[config.mk]
export PLATFORM = sky130hd
export DESIGN_NAME = ptx_div
export DESIGN_NICKNAME = d
export VERILOG_FILES = /design/src/rtl/ptx_div.sv
export SDC_FILE = /design/constraint.sdc
export NUM_CORES = 1
export LEC_CHECK = 0
export ABC_AREA = 1
export BUFFER_PORTS_ARGS = -buffer_cell sky130_fd_sc_hd__buf_2
export CORE_ASPECT_RATIO = 0.8
export CORE_MARGIN = 1.5
export CORE_UTILIZATION = 51
export DETAILED_ROUTE_END_ITERATION = 8
export PLACE_DENSITY = 0.86
export SETUP_SLACK_MARGIN = 0.3
export SYNTH_ARGS = -nofsm -noshare
export SYNTH_HDL_FRONTEND = slang
export SYNTH_SLANG_ARGS = --single-unit
[constraint.sdc]
create_clock -name aclk -period 2 [get_ports aclk]
set_clock_uncertainty 0.15 [all_clocks]
set_input_delay 0.4 -clock aclk [delete_from_list [all_inputs] [get_ports aclk]]
set_output_delay 0.4 -clock aclk [all_outputs]
set_load 0.05 [all_outputs]
[src/rtl/ptx_div.sv]
// Restoring unsigned divider, one quotient bit per cycle.
module ptx_div #(
    parameter int DW = 34,
    parameter int VW = 23
) (
    input  logic          aclk,
    input  logic          aresetn,
    input  logic          start,
    input  logic [DW-1:0] dividend,
    input  logic [VW-1:0] divisor,
    output logic          done,
    output logic [DW-1:0] quotient
);

    localparam int CNT_W = $clog2(DW + 1);

    logic [VW-1:0]    rem_reg, rem_next;
    logic [DW-1:0]    quo_reg, quo_next;
    logic [VW-1:0]    dvs_reg, dvs_next;
    logic [CNT_W-1:0] cnt_reg, cnt_next;
    logic             done_reg, done_next;
    logic [VW:0]      trial;
    logic             fits;

    assign trial = {rem_reg, quo_reg[DW-1]};
    assign fits  = trial >= {1'b0, dvs_reg};

    always_comb begin
        rem_next  = rem_reg;
        quo_next  = quo_reg;
        dvs_next  = dvs_reg;
        cnt_next  = cnt_reg;
        done_next = 1'b0;
        if (start) begin
            rem_next = '0;
            quo_next = dividend;
            dvs_next = divisor;
            cnt_next = CNT_W'(DW);
        end else if (cnt_reg != '0) begin
            rem_next = fits ? VW'(trial - {1'b0, dvs_reg}) : trial[VW-1:0];
            quo_next = {quo_reg[DW-2:0], fits};
            cnt_next = cnt_reg - 1'b1;
            if (cnt_reg == CNT_W'(1)) begin
                done_next = 1'b1;
            end
        end
    end

    always_ff @(posedge aclk) begin
        if (!aresetn) begin
            cnt_reg  <= '0;
            done_reg <= 1'b0;
        end else begin
            cnt_reg  <= cnt_next;
            done_reg <= done_next;
        end
        rem_reg <= rem_next;
        quo_reg <= quo_next;
        dvs_reg <= dvs_next;
    end

    assign done     = done_reg;
    assign quotient = quo_reg;

endmodule

======== Word level (Yosys, flattened, before mapping) ========
Cells that the tools add are included.
Widths: inputs -> output; s select.
storage, ports and cells
  register bits ........................... 87
  input bits .............................. 60
  output and inout port bits .............. 35
  logic and storage cells ................. 22
cells by class
  add/sub/neg operators ................... 2
  magnitude comparators ................... 1
  equality and inequality tests ........... 1
  multiplexer cells ....................... 6
  bitwise operators ....................... 2
  reduce and logical (&&, ||, !) cells .... 4
operator list
  cell                 count
  $mux 34              2
  $ge 24x23->1         1
  $mux 23              1
  $sub 23x23->23       1
  $mux 6               2
  $eq 6x1->1 const B   1
  $reduce_bool 6->1    1
  $sub 6x1->6 const B  1
  $reduce_or 3->1      1
  $not 1->1            2
  $reduce_bool 2->1    1
  $reduce_or 2->1      1
  $mux 1               1

======== Longest topological paths before layout ========
  depth in word-level cells ............... 3
  depth in mapped cells ................... 16
  gate-level depth less buffers ........... 16

======== Worst setup path before layout ========
No wires, ideal clock.
  kind .................................... reg2reg
  from .................................... reg quo_reg[33] (netlist: quotient[33])
  to ...................................... reg rem_reg[10]
  data arrival time ....................... 2.262 ns
  data required time ...................... 1.730 ns
  path slack .............................. -0.531 ns
  stages on the path, launching flop included .. 15
  buffers on the path ..................... 1
  period minus slack after synthesis ...... 2.531 ns
  cells stage by stage .................... edfxtp_1 inv_1 ha_1 fa_1 inv_1 nand2_1 nand2_1 nand3_1 nand2_2 nand2_2 nand4_4 buf_6 nand2_1 o211ai_1 nand2_1
on the way
  cells in the longest elaborated chain, start to end .. 2
  elaborated cells on any way between the ends .. 3
  those cells by class .................... add/sub: 1; order compare: 1; mux: 1
RTL lines
  what                                            RTL line  source
  from (decl)                                     18        logic [DW-1:0] quo_reg, quo_next;
  from (signal assigned)                          58        quo_reg <= quo_next;
  $sub 23x23->23 or $ge 24x23->1 (tied branches)  40, 26
  $mux 23 (*)                                     40        rem_next = fits ? VW'(trial - {1'b0, dvs_reg}) : trial[VW-1:0];
  to (signal assigned)                            57        rem_reg <= rem_next;
  to (decl)                                       17        logic [VW-1:0] rem_reg, rem_next;
Mark *: on every way between the ends. The rest lies on a longest branch, timed or not.
A chain may end at the register's enable or synchronous reset.

======== Worst setup path in the final report ========
  from .................................... reg dvs_reg[16]
  to ...................................... reg rem_reg[14]
on the way
  cells in the longest elaborated chain, start to end .. 2
RTL lines
  what                    RTL line  source
  from (decl)             19        logic [VW-1:0] dvs_reg, dvs_next;
  from (signal assigned)  59        dvs_reg <= dvs_next;
  $ge 24x23->1            26        assign fits = trial >= {1'b0, dvs_reg};
  $mux 23                 40
No other way between the ends.

==> impl_metrics.env <==
export IMPL_vias_per_cell=5.48
export IMPL_critPathMaxFanout=5
export IMPL_grt_max_degree=43
export IMPL_worst_slew_pin_slew_ns=0.433
export IMPL_io_buffers=94
export IMPL_core_area_sq_um=10300
export IMPL_dpl_cell_count=1038
export IMPL_overflow=0
export IMPL_fin_ws_ns=-0.321
export IMPL_critPathMaxStageDelay_ns=0.41
export IMPL_rows=33
export IMPL_drive_gt1_share_pct=33.6
export IMPL_cpMostUsedCell="nand2_2"
export IMPL_root_buffer="clkbuf_16"
export IMPL_yosys_register_bits=87
export IMPL_synthCells=755
export IMPL_routed_wl_um=18500
export IMPL_nets=1025
export IMPL_grt_pass1_wl_um=26800
export IMPL_clk_latency_ns=0.35
export IMPL_dp_slack_ns=-0.142
export IMPL_setup_viol=24
export IMPL_cp_arrival_ns=2.41
export IMPL_regToRegSetupSlack_ns=-0.32
export IMPL_yosys_area_top_type="edfxtp_1"
export IMPL_period_share_pct=116
export IMPL_vias=5940
export IMPL_synthTopCellsByArea="edfxtp_1 (31%), nand2_1 (21%), dfxtp_1 (11%)"
export IMPL_p_leak_nw=4.03
export IMPL_tritoncts="yes"
export IMPL_syn_to_final_growth_pct=41.1
export IMPL_syn_nets=842
export IMPL_die_area_sq_um=11300
export IMPL_synth_top_cell_area_share_pct=31.4
export IMPL_crit_type="flip-flop to flip-flop"
export IMPL_fin_crit_ns=2.32
export IMPL_failed_checks="negative setup slack"
export IMPL_drc_errors=0
export IMPL_grt_pass1_vias=5559
export IMPL_htree_levels=3
export IMPL_max_cap_viol_count=0
export IMPL_yosysSeqAreaShare_pct=42.5
export IMPL_synth_cell_types=33
export IMPL_multi_input_area_sq_um=2960
export IMPL_worstPathCellList="inv_1 -> ha_1 -> nand2_2 -> nor2_2 -> nand2_2 -> clkinv_2 -> nand2_2 -> nand4_4 -> buf_12 -> buf_16 -> o21ai_2 -> o21ai_1"
export IMPL_cts_made_buffers=9
export IMPL_seqCellArea_sq_um=2320
export IMPL_max_freq_ghz=0.431
export IMPL_largest_reg_flops=34
export IMPL_cp_end_kind="flip-flop"
export IMPL_cts_sinks=87
export IMPL_hpwl_um=11000
export IMPL_layout_cells_non_filler=1083
export IMPL_hold_path_class="primary input to flip-flop"
export IMPL_maxSlewHeadroom_pct=71.1
export IMPL_drt_first_pass_iters=7
export IMPL_final_util_pct=74.4
export IMPL_fin_setup_tns_ns=-6.06
export IMPL_die_h_um=95.4
export IMPL_gp_congestion=0.957
export IMPL_dpl_cell_area_sq_um=6570
export IMPL_n_antenna_cell=0
export IMPL_cts_buffer_depth=2
export IMPL_fillers=643
export IMPL_p_per_area_nw_per_um2=1520
export IMPL_dr_first_iter_drc_count=624
export IMPL_io_pins=95
export IMPL_avgSynthCellArea_sq_um=7.21
export IMPL_die_w_um=119
export IMPL_report_final_hold_viol_count=0
export IMPL_antenna_found_initial=0
export IMPL_yosys_warnings=0
export IMPL_synth_area_sq_um=5450
export IMPL_wl_per_cell_um=17.1
export IMPL_clkTransAtPathRegs_ns=0.07
export IMPL_critPathSlowestCell="edfxtp_1"
export IMPL_rsz0062_at_grt="true"
export IMPL_status="finished with violations"
export IMPL_start_util_pct=52.8
export IMPL_startpoint_type="flip-flop"
export IMPL_ant_nets=0
export IMPL_slew_viol_final=0
export IMPL_ir_worst_vdd_v=0.000745
export IMPL_cp_required_ns=2.09
export IMPL_fin_area_sq_um=7680
export IMPL_grt_usage_pct=30.7
[metal layers]
| layer | GRT usage (%) | vias to the layer above | part of all wire [%] |
|---|---|---|---|
| met2 | 52.7 | 395 | 48 |
| li1 | - | 2715 | - |
| met1 | 36.3 | 2705 | 37 |
| met3 | 7.54 | 125 | 10 |
| met4 | 16.1 | 0 | 5.3 |
| met5 | 0 | - | 0 |
[metrics by stage]
stage | hold slack [ns] | total power [mW]
after floorplan | 0.294 | 6.07
after CTS | 0.0713 | 10.6
final | 0.0667 | 11.7
after global routing | 0.0630 | 12.3
after detailed placement | 0.327 | 7.80
after global placement | 0.315 | 7.68
[what timing repair did]
item | CTS | global route
gates resized for setup | 51 | 59
hold buffers | 0 | 0
setup buffers | 18 | 6
gates cloned | 3 | 2
setup endpoints to repair | 59 | 63
pin swaps | 12 | 24
[final cells by class]
class                           count  share of cell area, %
Clock inverter                      7                   1.61
Multi-Input combinational cell    518                   38.5
Timing Repair Buffer              190                   17.9
Clock buffer                        9                   2.93
Tap cell                          140                   2.28
Sequential cell                    87                   30.2
Inverter                          132                   6.58
[path summary, 6_finish.rpt]
kind / start / endpoint / depth (start not counted)
worst max-delay path: dvs_reg[16] / rem_reg[14] / 12
worst min-delay path: divisor[11] / dvs_reg[11] / 1
worst max register to register: dvs_reg[16] / rem_reg[14] / 12
worst min register to register: rem_reg[6] / rem_reg[6] / 2
[cell usage after synthesis]
cell and count:
dfxtp_1 30, nor2_4 3, nand4_1 14, nand3_2 5, inv_1 127, o21ai_1 1
or2_2 1, buf_6 3, a21oi_2 2, o21ai_0 9, and2_1 4, o21bai_1 2
nand3b_1 5, fa_1 1, o211ai_1 6, ha_1 26, xnor2_1 6, a21oi_1 21
clkbuf_1 12, nand3_1 34, nor4_1 1, nor2_2 3, nor3_1 2, nand2_1 301
nand2_2 10, inv_2 1, xor2_1 6, nor2_1 54, clkinv_1 4, nand4_4 1
buf_1 1, buf_2 2, edfxtp_1 57
[critical path, delay by kind of cell, from the launching register on]
kind | cells | cell delay (ns)
AO/OA/AOI/OAI | 2 | 0.24
adder cells (fa/ha/maj) | 1 | 0.26
buffers and inverters | 4 | 0.52
flip-flops | 1 | 0.41
AND/OR/NAND/NOR | 5 | 0.62
[power by group]
| part | switching, mW | internal, mW | leakage (nW) |
|---|---|---|---|
| combinational | 4.10 | 2.90 | 3.03 |
| clock | 0.784 | 1.24 | 0.167 |
| sequential | 0.324 | 2.36 | 0.838 |
[kinds of logic after synthesis]
family	share of synthesized area, %
xor+xnor	1.93
fa+ha+maj	6.34
flops	42.5
compound gates	4.27
buf+inv	10.8
simple gates	34.2
[layout by cell type (no fill, tap or decap), types with 16 or more instances in the layout]
master | netlist | routed
edfxtp_1 | 57 | 57
buf_4 | 0 | 78
a21oi_1 | 21 | 16
nor2_1 | 54 | 37
nand3_1 | 34 | 24
nand2_2 | 10 | 26
nand2_1 | 301 | 277
inv_1 | 127 | 117
dfxtp_1 | 30 | 27
buf_2 | 2 | 94
Note: power is estimated with default switching activity, not from simulation.
