===== src/rtl/ptx_pkg.sv =====
package ptx_pkg;

    localparam int COORD_W   = 16;
    localparam int LEN_W     = 17;
    localparam int SQ_W      = 34;
    localparam int ACC_W     = 34;
    localparam int FRAC_BITS = 16;
    localparam int SPC_W     = 13;
    localparam int SPC_RESET = 800;

    localparam logic ACT_LOAD = 1'b0;
    localparam logic ACT_TICK = 1'b1;

    localparam logic STATUS_OK        = 1'b0;
    localparam logic STATUS_NO_STROKE = 1'b1;

    typedef struct packed {
        logic                      action;
        logic signed [COORD_W-1:0] point_x;
        logic signed [COORD_W-1:0] point_y;
        logic                      first_point;
        logic                      last_point;
    } in_item_t;

    typedef struct packed {
        logic signed [COORD_W-1:0] sample_x;
        logic signed [COORD_W-1:0] sample_y;
        logic                      status;
        logic                      cycle_end;
    } out_item_t;

endpackage


===== src/rtl/ptx_isqrt.sv =====
// Digit-by-digit integer square root, two radicand bits per cycle.
module ptx_isqrt (
    input  logic                      aclk,
    input  logic                      aresetn,
    input  logic                      start,
    input  logic [ptx_pkg::SQ_W-1:0]  radicand,
    output logic                      done,
    output logic [ptx_pkg::LEN_W-1:0] root
);

    import ptx_pkg::*;

    localparam int REM_W = LEN_W + 2;
    localparam int CNT_W = $clog2(LEN_W + 1);

    logic [SQ_W-1:0]  val_reg, val_next;
    logic [REM_W-1:0] rem_reg, rem_next;
    logic [LEN_W-1:0] root_reg, root_next;
    logic [CNT_W-1:0] cnt_reg, cnt_next;
    logic             done_reg, done_next;
    logic [REM_W-1:0] r2;
    logic [REM_W-1:0] trial;

    assign r2    = {rem_reg[REM_W-3:0], val_reg[SQ_W-1 -: 2]};
    assign trial = {root_reg, 2'b01};

    always_comb begin
        val_next  = val_reg;
        rem_next  = rem_reg;
        root_next = root_reg;
        cnt_next  = cnt_reg;
        done_next = 1'b0;
        if (start) begin
            val_next  = radicand;
            rem_next  = '0;
            root_next = '0;
            cnt_next  = CNT_W'(LEN_W);
        end else if (cnt_reg != '0) begin
            val_next = {val_reg[SQ_W-3:0], 2'b00};
            if (r2 >= trial) begin
                rem_next  = r2 - trial;
                root_next = {root_reg[LEN_W-2:0], 1'b1};
            end else begin
                rem_next  = r2;
                root_next = {root_reg[LEN_W-2:0], 1'b0};
            end
            cnt_next = cnt_reg - 1'b1;
            if (cnt_reg == CNT_W'(1)) begin
                done_next = 1'b1;
            end
        end
    end

    always_ff @(posedge aclk) begin
        if (!aresetn) begin
            cnt_reg  <= '0;
            done_reg <= 1'b0;
        end else begin
            cnt_reg  <= cnt_next;
            done_reg <= done_next;
        end
        val_reg  <= val_next;
        rem_reg  <= rem_next;
        root_reg <= root_next;
    end

    assign done = done_reg;
    assign root = root_reg;

endmodule

===== config.mk =====
export PLATFORM = sky130hd
export DESIGN_NAME = ptx_isqrt
export DESIGN_NICKNAME = d
export VERILOG_FILES = /design/src/rtl/ptx_pkg.sv /design/src/rtl/ptx_isqrt.sv
export SDC_FILE = /design/constraint.sdc
export NUM_CORES = 1
export LEC_CHECK = 0
export BUFFER_PORTS_ARGS = -buffer_cell sky130_fd_sc_hd__buf_4
export CAP_MARGIN = 30
export CORE_MARGIN = 3
export CORE_UTILIZATION = 30
export CTS_CLUSTER_SIZE = 10
export DETAILED_ROUTE_END_ITERATION = 8
export GPL_TIMING_DRIVEN = 0
export HOLD_SLACK_MARGIN = 0.15
export MAX_ROUTING_LAYER = met4
export PLACE_DENSITY = 0.53
export SKIP_LAST_GASP = 1
export SLEW_MARGIN = 20
export SYNTH_ARGS = -nofsm -noshare
export SYNTH_HDL_FRONTEND = slang
export SYNTH_SLANG_ARGS = --single-unit

===== constraint.sdc =====
create_clock -name aclk -period 5.3 [get_ports aclk]
set_clock_uncertainty 0.2 [all_clocks]
set_input_delay 1.06 -clock aclk [delete_from_list [all_inputs] [get_ports aclk]]
set_output_delay 1.06 -clock aclk [all_outputs]
set_load 0.01 [all_outputs]

**Word level (Yosys, flattened, before mapping)**

Index checks and enable logic that the tools add are counted.

- Equality and inequality tests: 1
- Mux-type cells: 7
- Add/sub/neg operators: 2
- $lt $le $gt $ge: 1
- Reductions and logical operators: 4
- Bitwise gates (word level): 2

Operator list:

| operator | count |
|---|---|
| $mux W34 | 2 |
| $ge A19 B19 Y1 | 1 |
| $mux W17 | 1 |
| $sub A17 B17 Y17 | 1 |
| $mux W5 | 2 |
| $eq A5 B1 Y1 const B | 1 |
| $reduce_bool A5 Y1 | 1 |
| $sub A5 B1 Y5 const B | 1 |
| $reduce_or A3 Y1 | 1 |
| $mux W1 | 2 |
| $not A1 Y1 | 2 |
| $reduce_bool A2 Y1 | 1 |
| $reduce_or A2 Y1 | 1 |

- Flip-flop bits (word level): 74
- Output and inout port bits: 18

**Longest topological paths before layout**

Gate-level depths: netlist (run 1).

- Word-level depth: 3
- Gate-level depth with buffers: 11

**Least setup slack after synthesis (run 1)**

No wires, ideal clock.

- Kind: register to register
- From: register root_reg[12], in the netlist root[12]
- To: register rem_reg[13]
- Buffers on the path: 1
- Arrival time: 2.350 ns
- Clock period less this slack: 2.667 ns
- Path slack: 2.633 ns
- Stages on the path, launching flop included: 11
- Cells stage by stage: dfxtp_1 inv_1 ha_1 and4_1 and4_1 a31oi_1 a31oi_1 nor2_1 buf_4 mux2_1 a22o_1

- Longest elaborated chain between the ends: 2

RTL lines:

| element | RTL line | RTL |
|---|---|---|
| start: declaration | ptx_isqrt.sv:18 | `logic [LEN_W-1:0] root_reg, root_next;` |
| start signal: assignment | ptx_isqrt.sv:64 | `root_reg <= root_next;` |
| $ge A19 B19 Y1 | ptx_isqrt.sv:40 | `if (r2 >= trial) begin` |
| $mux W17 | ptx_isqrt.sv:40 |  |
| end signal: assignment | ptx_isqrt.sv:63 | `rem_reg <= rem_next;` |
| end: declaration | ptx_isqrt.sv:17 | `logic [REM_W-1:0] rem_reg, rem_next;` |

Every way passes these cells.
A chain may end at the register's enable or synchronous reset.

**Final worst setup path (run 1)**

Same ends and word-level chain as after synthesis.

==> results.md, run 1 <==
* Clk slew on worst S/H paths at 0.06 ns
* Max-Cap Viols at 0
* Post-synth cell types at 46
* Routed wire length at 9240 um
* DRT antenna net count at 0
* Worst-Skew Late Latency at 0.34 ns
* Final hold violations at 0
* Startpoint Class: flip-flop
* Setup TNS Final at 0 ns
* Ys async rst share at 0%
* VDD IR max at 0.000189 V
* Starting Density at 31.0%
* Max Fanout on Critical Path at 10
* Yosys reg bits at 74
* Setup bufs post-CTS at 0
* Total grt overflow at 0
* Post-synth top area cell: edfxtp_1
* DRT Pass-1 Iters at 4
* Post-synthesis to final-layout area growth at 23.1%
* Core footprint at 12700 um2
* Final Critical Period at 2.98 ns
* Final setup fails at 0
* Post-synth top flop: dfxtp_1
* CTS tree: built
* HPWL after DPL at 6640 um
* EDFF count, synth at 34
* Area of the mapped netlist at 3940 um2
* First-pass GRT wire length at 15500 um
* Max reg flops at 34
* Die area at 14500 um2
* Clock buffer depth at 2
* Crit path from: root[12]
* Fin cells at 639
* Layout cell share with drive strength beyond 1 at 22.9%
* Crit path kind: reg -> reg
* Slew margin rel. at 51.3%
* Clock Root Buffer: clkbuf_16
* Endpoint type of the worst setup path: flip-flop
* FF-to-FF setup slack at 2.32 ns
* Vias per std cell at 4.85
* Avg Synthesized Cell Area at 9.89 um2
* Most frequent cell after synthesis: nand2_1
* Synth top area share at 25.9%
* Status: finished, final reports clean
* Die Ht at 121 um
* Top cells by count, synth: nand2_1, dfxtp_1, edfxtp_1
* Final slew viol count at 0
* Synth area leaders: edfxtp_1, dfxtp_1, mux2_2
* # port buffers at 53
* Worst path slowest cell: ha_1
* R2R cell count at 10
* Total number of vias at 3099
* PD cells at 533 nW/um2
* Fillers at 1333
* Largest net degree at the start of global routing at 35
* Drt initial violations at 182
* Worst r2r dst: rem_reg[13]
* I/O pin count at 55
* Mapped Cells at 398
* Initial antenna violation count at 0
* Crit path to: rem_reg[13]
* CTS Sinks at 74
* CP cell instances: inv_1, ha_1, and4_1, and4_1, a31oi_1, a31oi_1, nor2_1, buf_4, mux2_1, a22o_1
* Post-route clock period utilization at 56.2%
* CP required at 5.34 ns
* Syn. warnings at 0
* Residual DRC at 0
* Wire length per cell at 14.5 um
* Leakage at 1.88 nW
* Register Area at 1820 um2
* Number of core rows at 41
* Hold crit path type: reg -> reg
* Final #Nets at 521
* GR Util All Layers at 13.9%
* Least-Margin Pin Slew at 0.730 ns
* Net Count, Synth at 457
* Worst R2R Start: root[12]
* Inst Count DP at 623
* Maximum clock frequency at 0.336 GHz
* Vias in the first global route at 3188
* Multi-input logic area at 1940 um2
* Depth of the CTS H-tree at 3
* RSZ-0062 raised after global routing: false
* CP max stage delay at 0.38 ns
* Total CTS buffers at 9
* Die Span X at 121 um
* CTS Hold Bufs at 0
* Seq/Total Area, Yosys at 46.3%
* Crit path DAT at 3.02 ns
* Final RePlAce weighted congestion at 0.808
* Post-CTS Resized at 0
* WHS at 0.252 ns
* Antenna diode count at 0
## layer usage
| layer | track usage (%) | vias up | wire length [um] |
|---|---|---|---|
| li1 | - | 1554 | - |
| met1 | 17.9 | 1462 | 4350 |
| met2 | 21.4 | 69 | 4240 |
| met3 | 3.84 | 14 | 524 |
| met4 | 4.32 | 0 | 138 |
| met5 | - | - | 0 |
## power by group
part	switching [mW]	internal (mW)	leakage (nW)	total, mW
clock network	0.247	0.366	0.139	0.613
registers	0.0691	0.725	0.682	0.794
logic	0.648	0.528	1.06	1.18
## worst max-delay path, delay by kind of cell (launching register included)
kind	cells	cell delay (ns)
buf+inv	2	0.35
fa+ha+maj	1	0.38
compound gates	3	0.50
simple gates	3	0.72
flops	1	0.37
mux	1	0.35
## cell usage in the layout (no fill, tap or decap), types with 3 or more instances in the layout
master     count
o21a_1         6
inv_1         25
nor2b_1        3
edfxtp_1      34
xnor2_1       12
nand3_1        5
a211oi_1      13
nor3_1         9
nand2b_1       4
ha_1          22
and2_1         6
nand2_1       49
dfxtp_1       40
a31oi_1        5
o21ai_1        3
nor2_1        29
clkbuf_1      14
mux2_2        32
a21oi_1       28
mux2i_1       10
a311oi_1       3
a21o_1         3
o21ai_0        9
clkbuf_16      9
o211ai_1       4
buf_4         54
## worst min path at each step
| stage | depth (start not counted) | endpoint | from |
|---|---|---|---|
| floorplan | 2 | rem_reg[16] | rem_reg[16] |
| global placement | 2 | rem_reg[16] | rem_reg[16] |
| detailed placement | 2 | rem_reg[16] | rem_reg[16] |
| CTS | 2 | rem_reg[16] | rem_reg[16] |
| global route | 2 | rem_reg[16] | rem_reg[16] |
| finish | 2 | rem_reg[16] | rem_reg[16] |
## final cells by class
| cell class | instances | share of cell area [%] |
|---|---|---|
| clock inverters | 6 | 1.39 |
| well taps | 172 | 4.44 |
| repair buffers | 53 | 8.21 |
| clock buffers | 10 | 4.72 |
| inverters | 26 | 2.01 |
| plain buffers | 18 | 1.52 |
| flip-flops and latches | 74 | 37.6 |
| multi-input cells | 280 | 40.1 |
## per-stage QoR
stage / util, % / total power [mW] / worst slack (ns) / instance area, um2
finish: 38.1 / 2.58 / 2.32 / 4850
global route: 38.1 / 2.79 / 2.12 / 4850
CTS: 38.1 / 2.60 / 2.32 / 4850
detailed placement: 35.8 / 1.97 / 2.33 / 4550
global placement: 35.8 / 1.96 / 2.13 / 4550
floorplan: - / 1.70 / 2.63 / 3940
## cells by family after synthesis
kind of cell	share of synthesized area, %
XOR/XNOR	3.11
multiplexers	12.0
buffers and inverters	4.35
adder cells (fa/ha/maj)	6.99
flip-flops	46.3
AND/OR/NAND/NOR	14.0
AO/OA/AOI/OAI	13.3
(Power assumes the default switching activity.)
==> run 2: changes to the inputs <==
==> constraint.sdc (replaced) <==
create_clock -name aclk -period 2.8 [get_ports aclk]
set_clock_uncertainty 0.2 [all_clocks]
set_input_delay 0.56 -clock aclk [delete_from_list [all_inputs] [get_ports aclk]]
set_output_delay 0.56 -clock aclk [all_outputs]
set_load 0.01 [all_outputs]
==> run 2 against run 1 <==
Net effect: fmax grew 12%; via count grew 0.94%; first-iteration DRC count grew 0.55%; critical path depth is the same; clock power grew 89%; worst setup slack lost 2.2 ns; global-route usage is essentially flat; hold slack lost 0.0064 ns; final cell count grew 0.47%; critical path type unchanged.
==> results.md, run 2 (synthesized netlist as in run 1, its figures left out) <==
* Layout cell share with drive strength beyond 1 at 28.7%
* Depth of the CTS H-tree at 3
* Startpoint Class: flip-flop
* Setup ws final at 0.131 ns
* Total CTS buffers at 9
* CP required at 2.84 ns
* Register Area at 1830 um2
* Vias in the first global route at 3226
* Leakage at 1.92 nW
* I/O pin count at 55
* Clock buffer depth at 2
* WHS at 0.246 ns
* Max reg flops at 34
* Antenna diode count at 0
* Worst path slowest cell: dfxtp_2
* WP buf/inv at 2
* Drt initial violations at 183
* # port buffers at 53
* Endpoint type of the worst setup path: flip-flop
* Crit path kind: reg -> reg
* Final Critical Period at 2.67 ns
* Final core occ at 39.6%
* Die area at 14500 um2
* Clock Root Buffer: clkbuf_16
* Crit path DAT at 2.71 ns
* HPWL after DPL at 6640 um
* Most frequent cells in the layout: buf_4, nand2_1, dfxtp_1, edfxtp_1, mux2_2
* Multi-input logic area at 2090 um2
* Die Ht at 121 um
* Final RePlAce weighted congestion at 0.808
* Largest net degree at the start of global routing at 35
* Hold crit path type: in -> reg
* Clk slew on worst S/H paths at 0.06 ns
* Final hold violations at 0
* Maximum clock frequency at 0.375 GHz
* Max-Cap Viols at 0
* CTS Sinks at 74
* Place WS at -0.169 ns
* Wire length per cell at 14.8 um
* Final setup fails at 0
* Fillers at 1298
* Slew margin rel. at 51.0%
* Final slew viol count at 0
* CP cell instances: inv_1, ha_4, a21oi_1, o21ai_0, a22oi_1, a31oi_4, nor2_4, buf_6, mux2_1, a22o_1
* Most common cell after layout, fill and taps aside: buf_4
* Total number of vias at 3128
* CTS tree: built
* DRT Pass-1 Iters at 4
* Worst path top cell family by delay: compound AO/OA/AOI/OAI gates
* Worst-Skew Late Latency at 0.34 ns
* Die Span X at 121 um
* Core footprint at 12700 um2
* Vias per std cell at 4.87
* DRT antenna net count at 0
* Status: finished, final reports clean
* GR Util All Layers at 13.9%
* PD cells at 1050 nW/um2
* First-pass GRT wire length at 15600 um
* Initial antenna violation count at 0
* Max Fanout on Critical Path at 7
* Least-Margin Pin Slew at 0.734 ns
* Total grt overflow at 0
* Setup TNS Final at 0 ns
* Routed wire length at 9480 um
* Number of core rows at 41
* Residual DRC at 0
* Post-route clock period utilization at 95.3%
* VDD IR max at 0.000358 V
* Starting Density at 31.0%
* CP max stage delay at 0.35 ns
* Final #Nets at 524
* Post-synthesis to final-layout area growth at 27.9%
-- run 2: cell count changes in the layout (fill, tap and decap cells not counted), sizes merged --
| cell | change |
|---|---|
| clkbuf | +1 |
| buf | +2 |
-- run 2: path summary, 6_finish.rpt --
kind / startpoint / endpoint / cells after the start / slack (ns)
setup / recovery: root[12] / rem_reg[13] / 10 / 0.13
hold / removal: aresetn / cnt_reg[0] / 2 / 0.25
setup reg to reg: root[12] / rem_reg[13] / 10 / 0.13
hold reg to reg: rem_reg[16] / rem_reg[16] / 2 / 0.26
-- run 2: worst register-to-register path: cells and delay by family, from the launching register on --
kind	cells	cell delay, ns
muxes	1	0.33
DFF	1	0.35
adders and majority gates	1	0.27
buffers and inverters	2	0.23
and+or+nand+nor	1	0.17
AOI/OAI and AO/OA	5	1.02
-- run 2: final cells by class --
type / count / share of cell area (%)
inverter: 26 / 1.94
timing repair buffer: 56 / 8.59
tap: 172 / 4.27
multi-input combinational: 280 / 41.4
sequential: 74 / 36.3
clock inverter: 6 / 1.34
clock buffer: 10 / 4.55
buffer: 18 / 1.59
-- run 2: layer usage --
metal,track usage [%],vias to the layer above,share of wire (%),routed length (um)
li1,-,1560,-,-
met1,17.8,1480,48,4550
met2,21.5,70,46,4360
met3,3.93,18,4.4,416
met4,4.53,0,1.6,151
met5,-,-,0,0
-- run 2: timing repair --
item                       4_1_cts  5_1_grt
hold endpoints to repair         0        0
resized for setup                6       28
pin swaps                        1        4
setup endpoints to repair        6       16
hold buffers                     0        0
setup buffers                    2        1
-- run 2: power by group --
group / total [mW] / internal [mW] / switching (mW)
Clock: 1.16 / 0.693 / 0.469
Combinational: 2.60 / 1.26 / 1.34
Sequential: 1.52 / 1.38 / 0.149
-- run 2: per-stage QoR --
step	area [um2]	std cells	power, mW
final	5040	642	5.28
after global routing	5040	642	5.66
after CTS	4900	641	5.05
after detailed placement	4550	623	3.72
after global placement	4550	623	3.70
after floorplan	3940	398	3.22
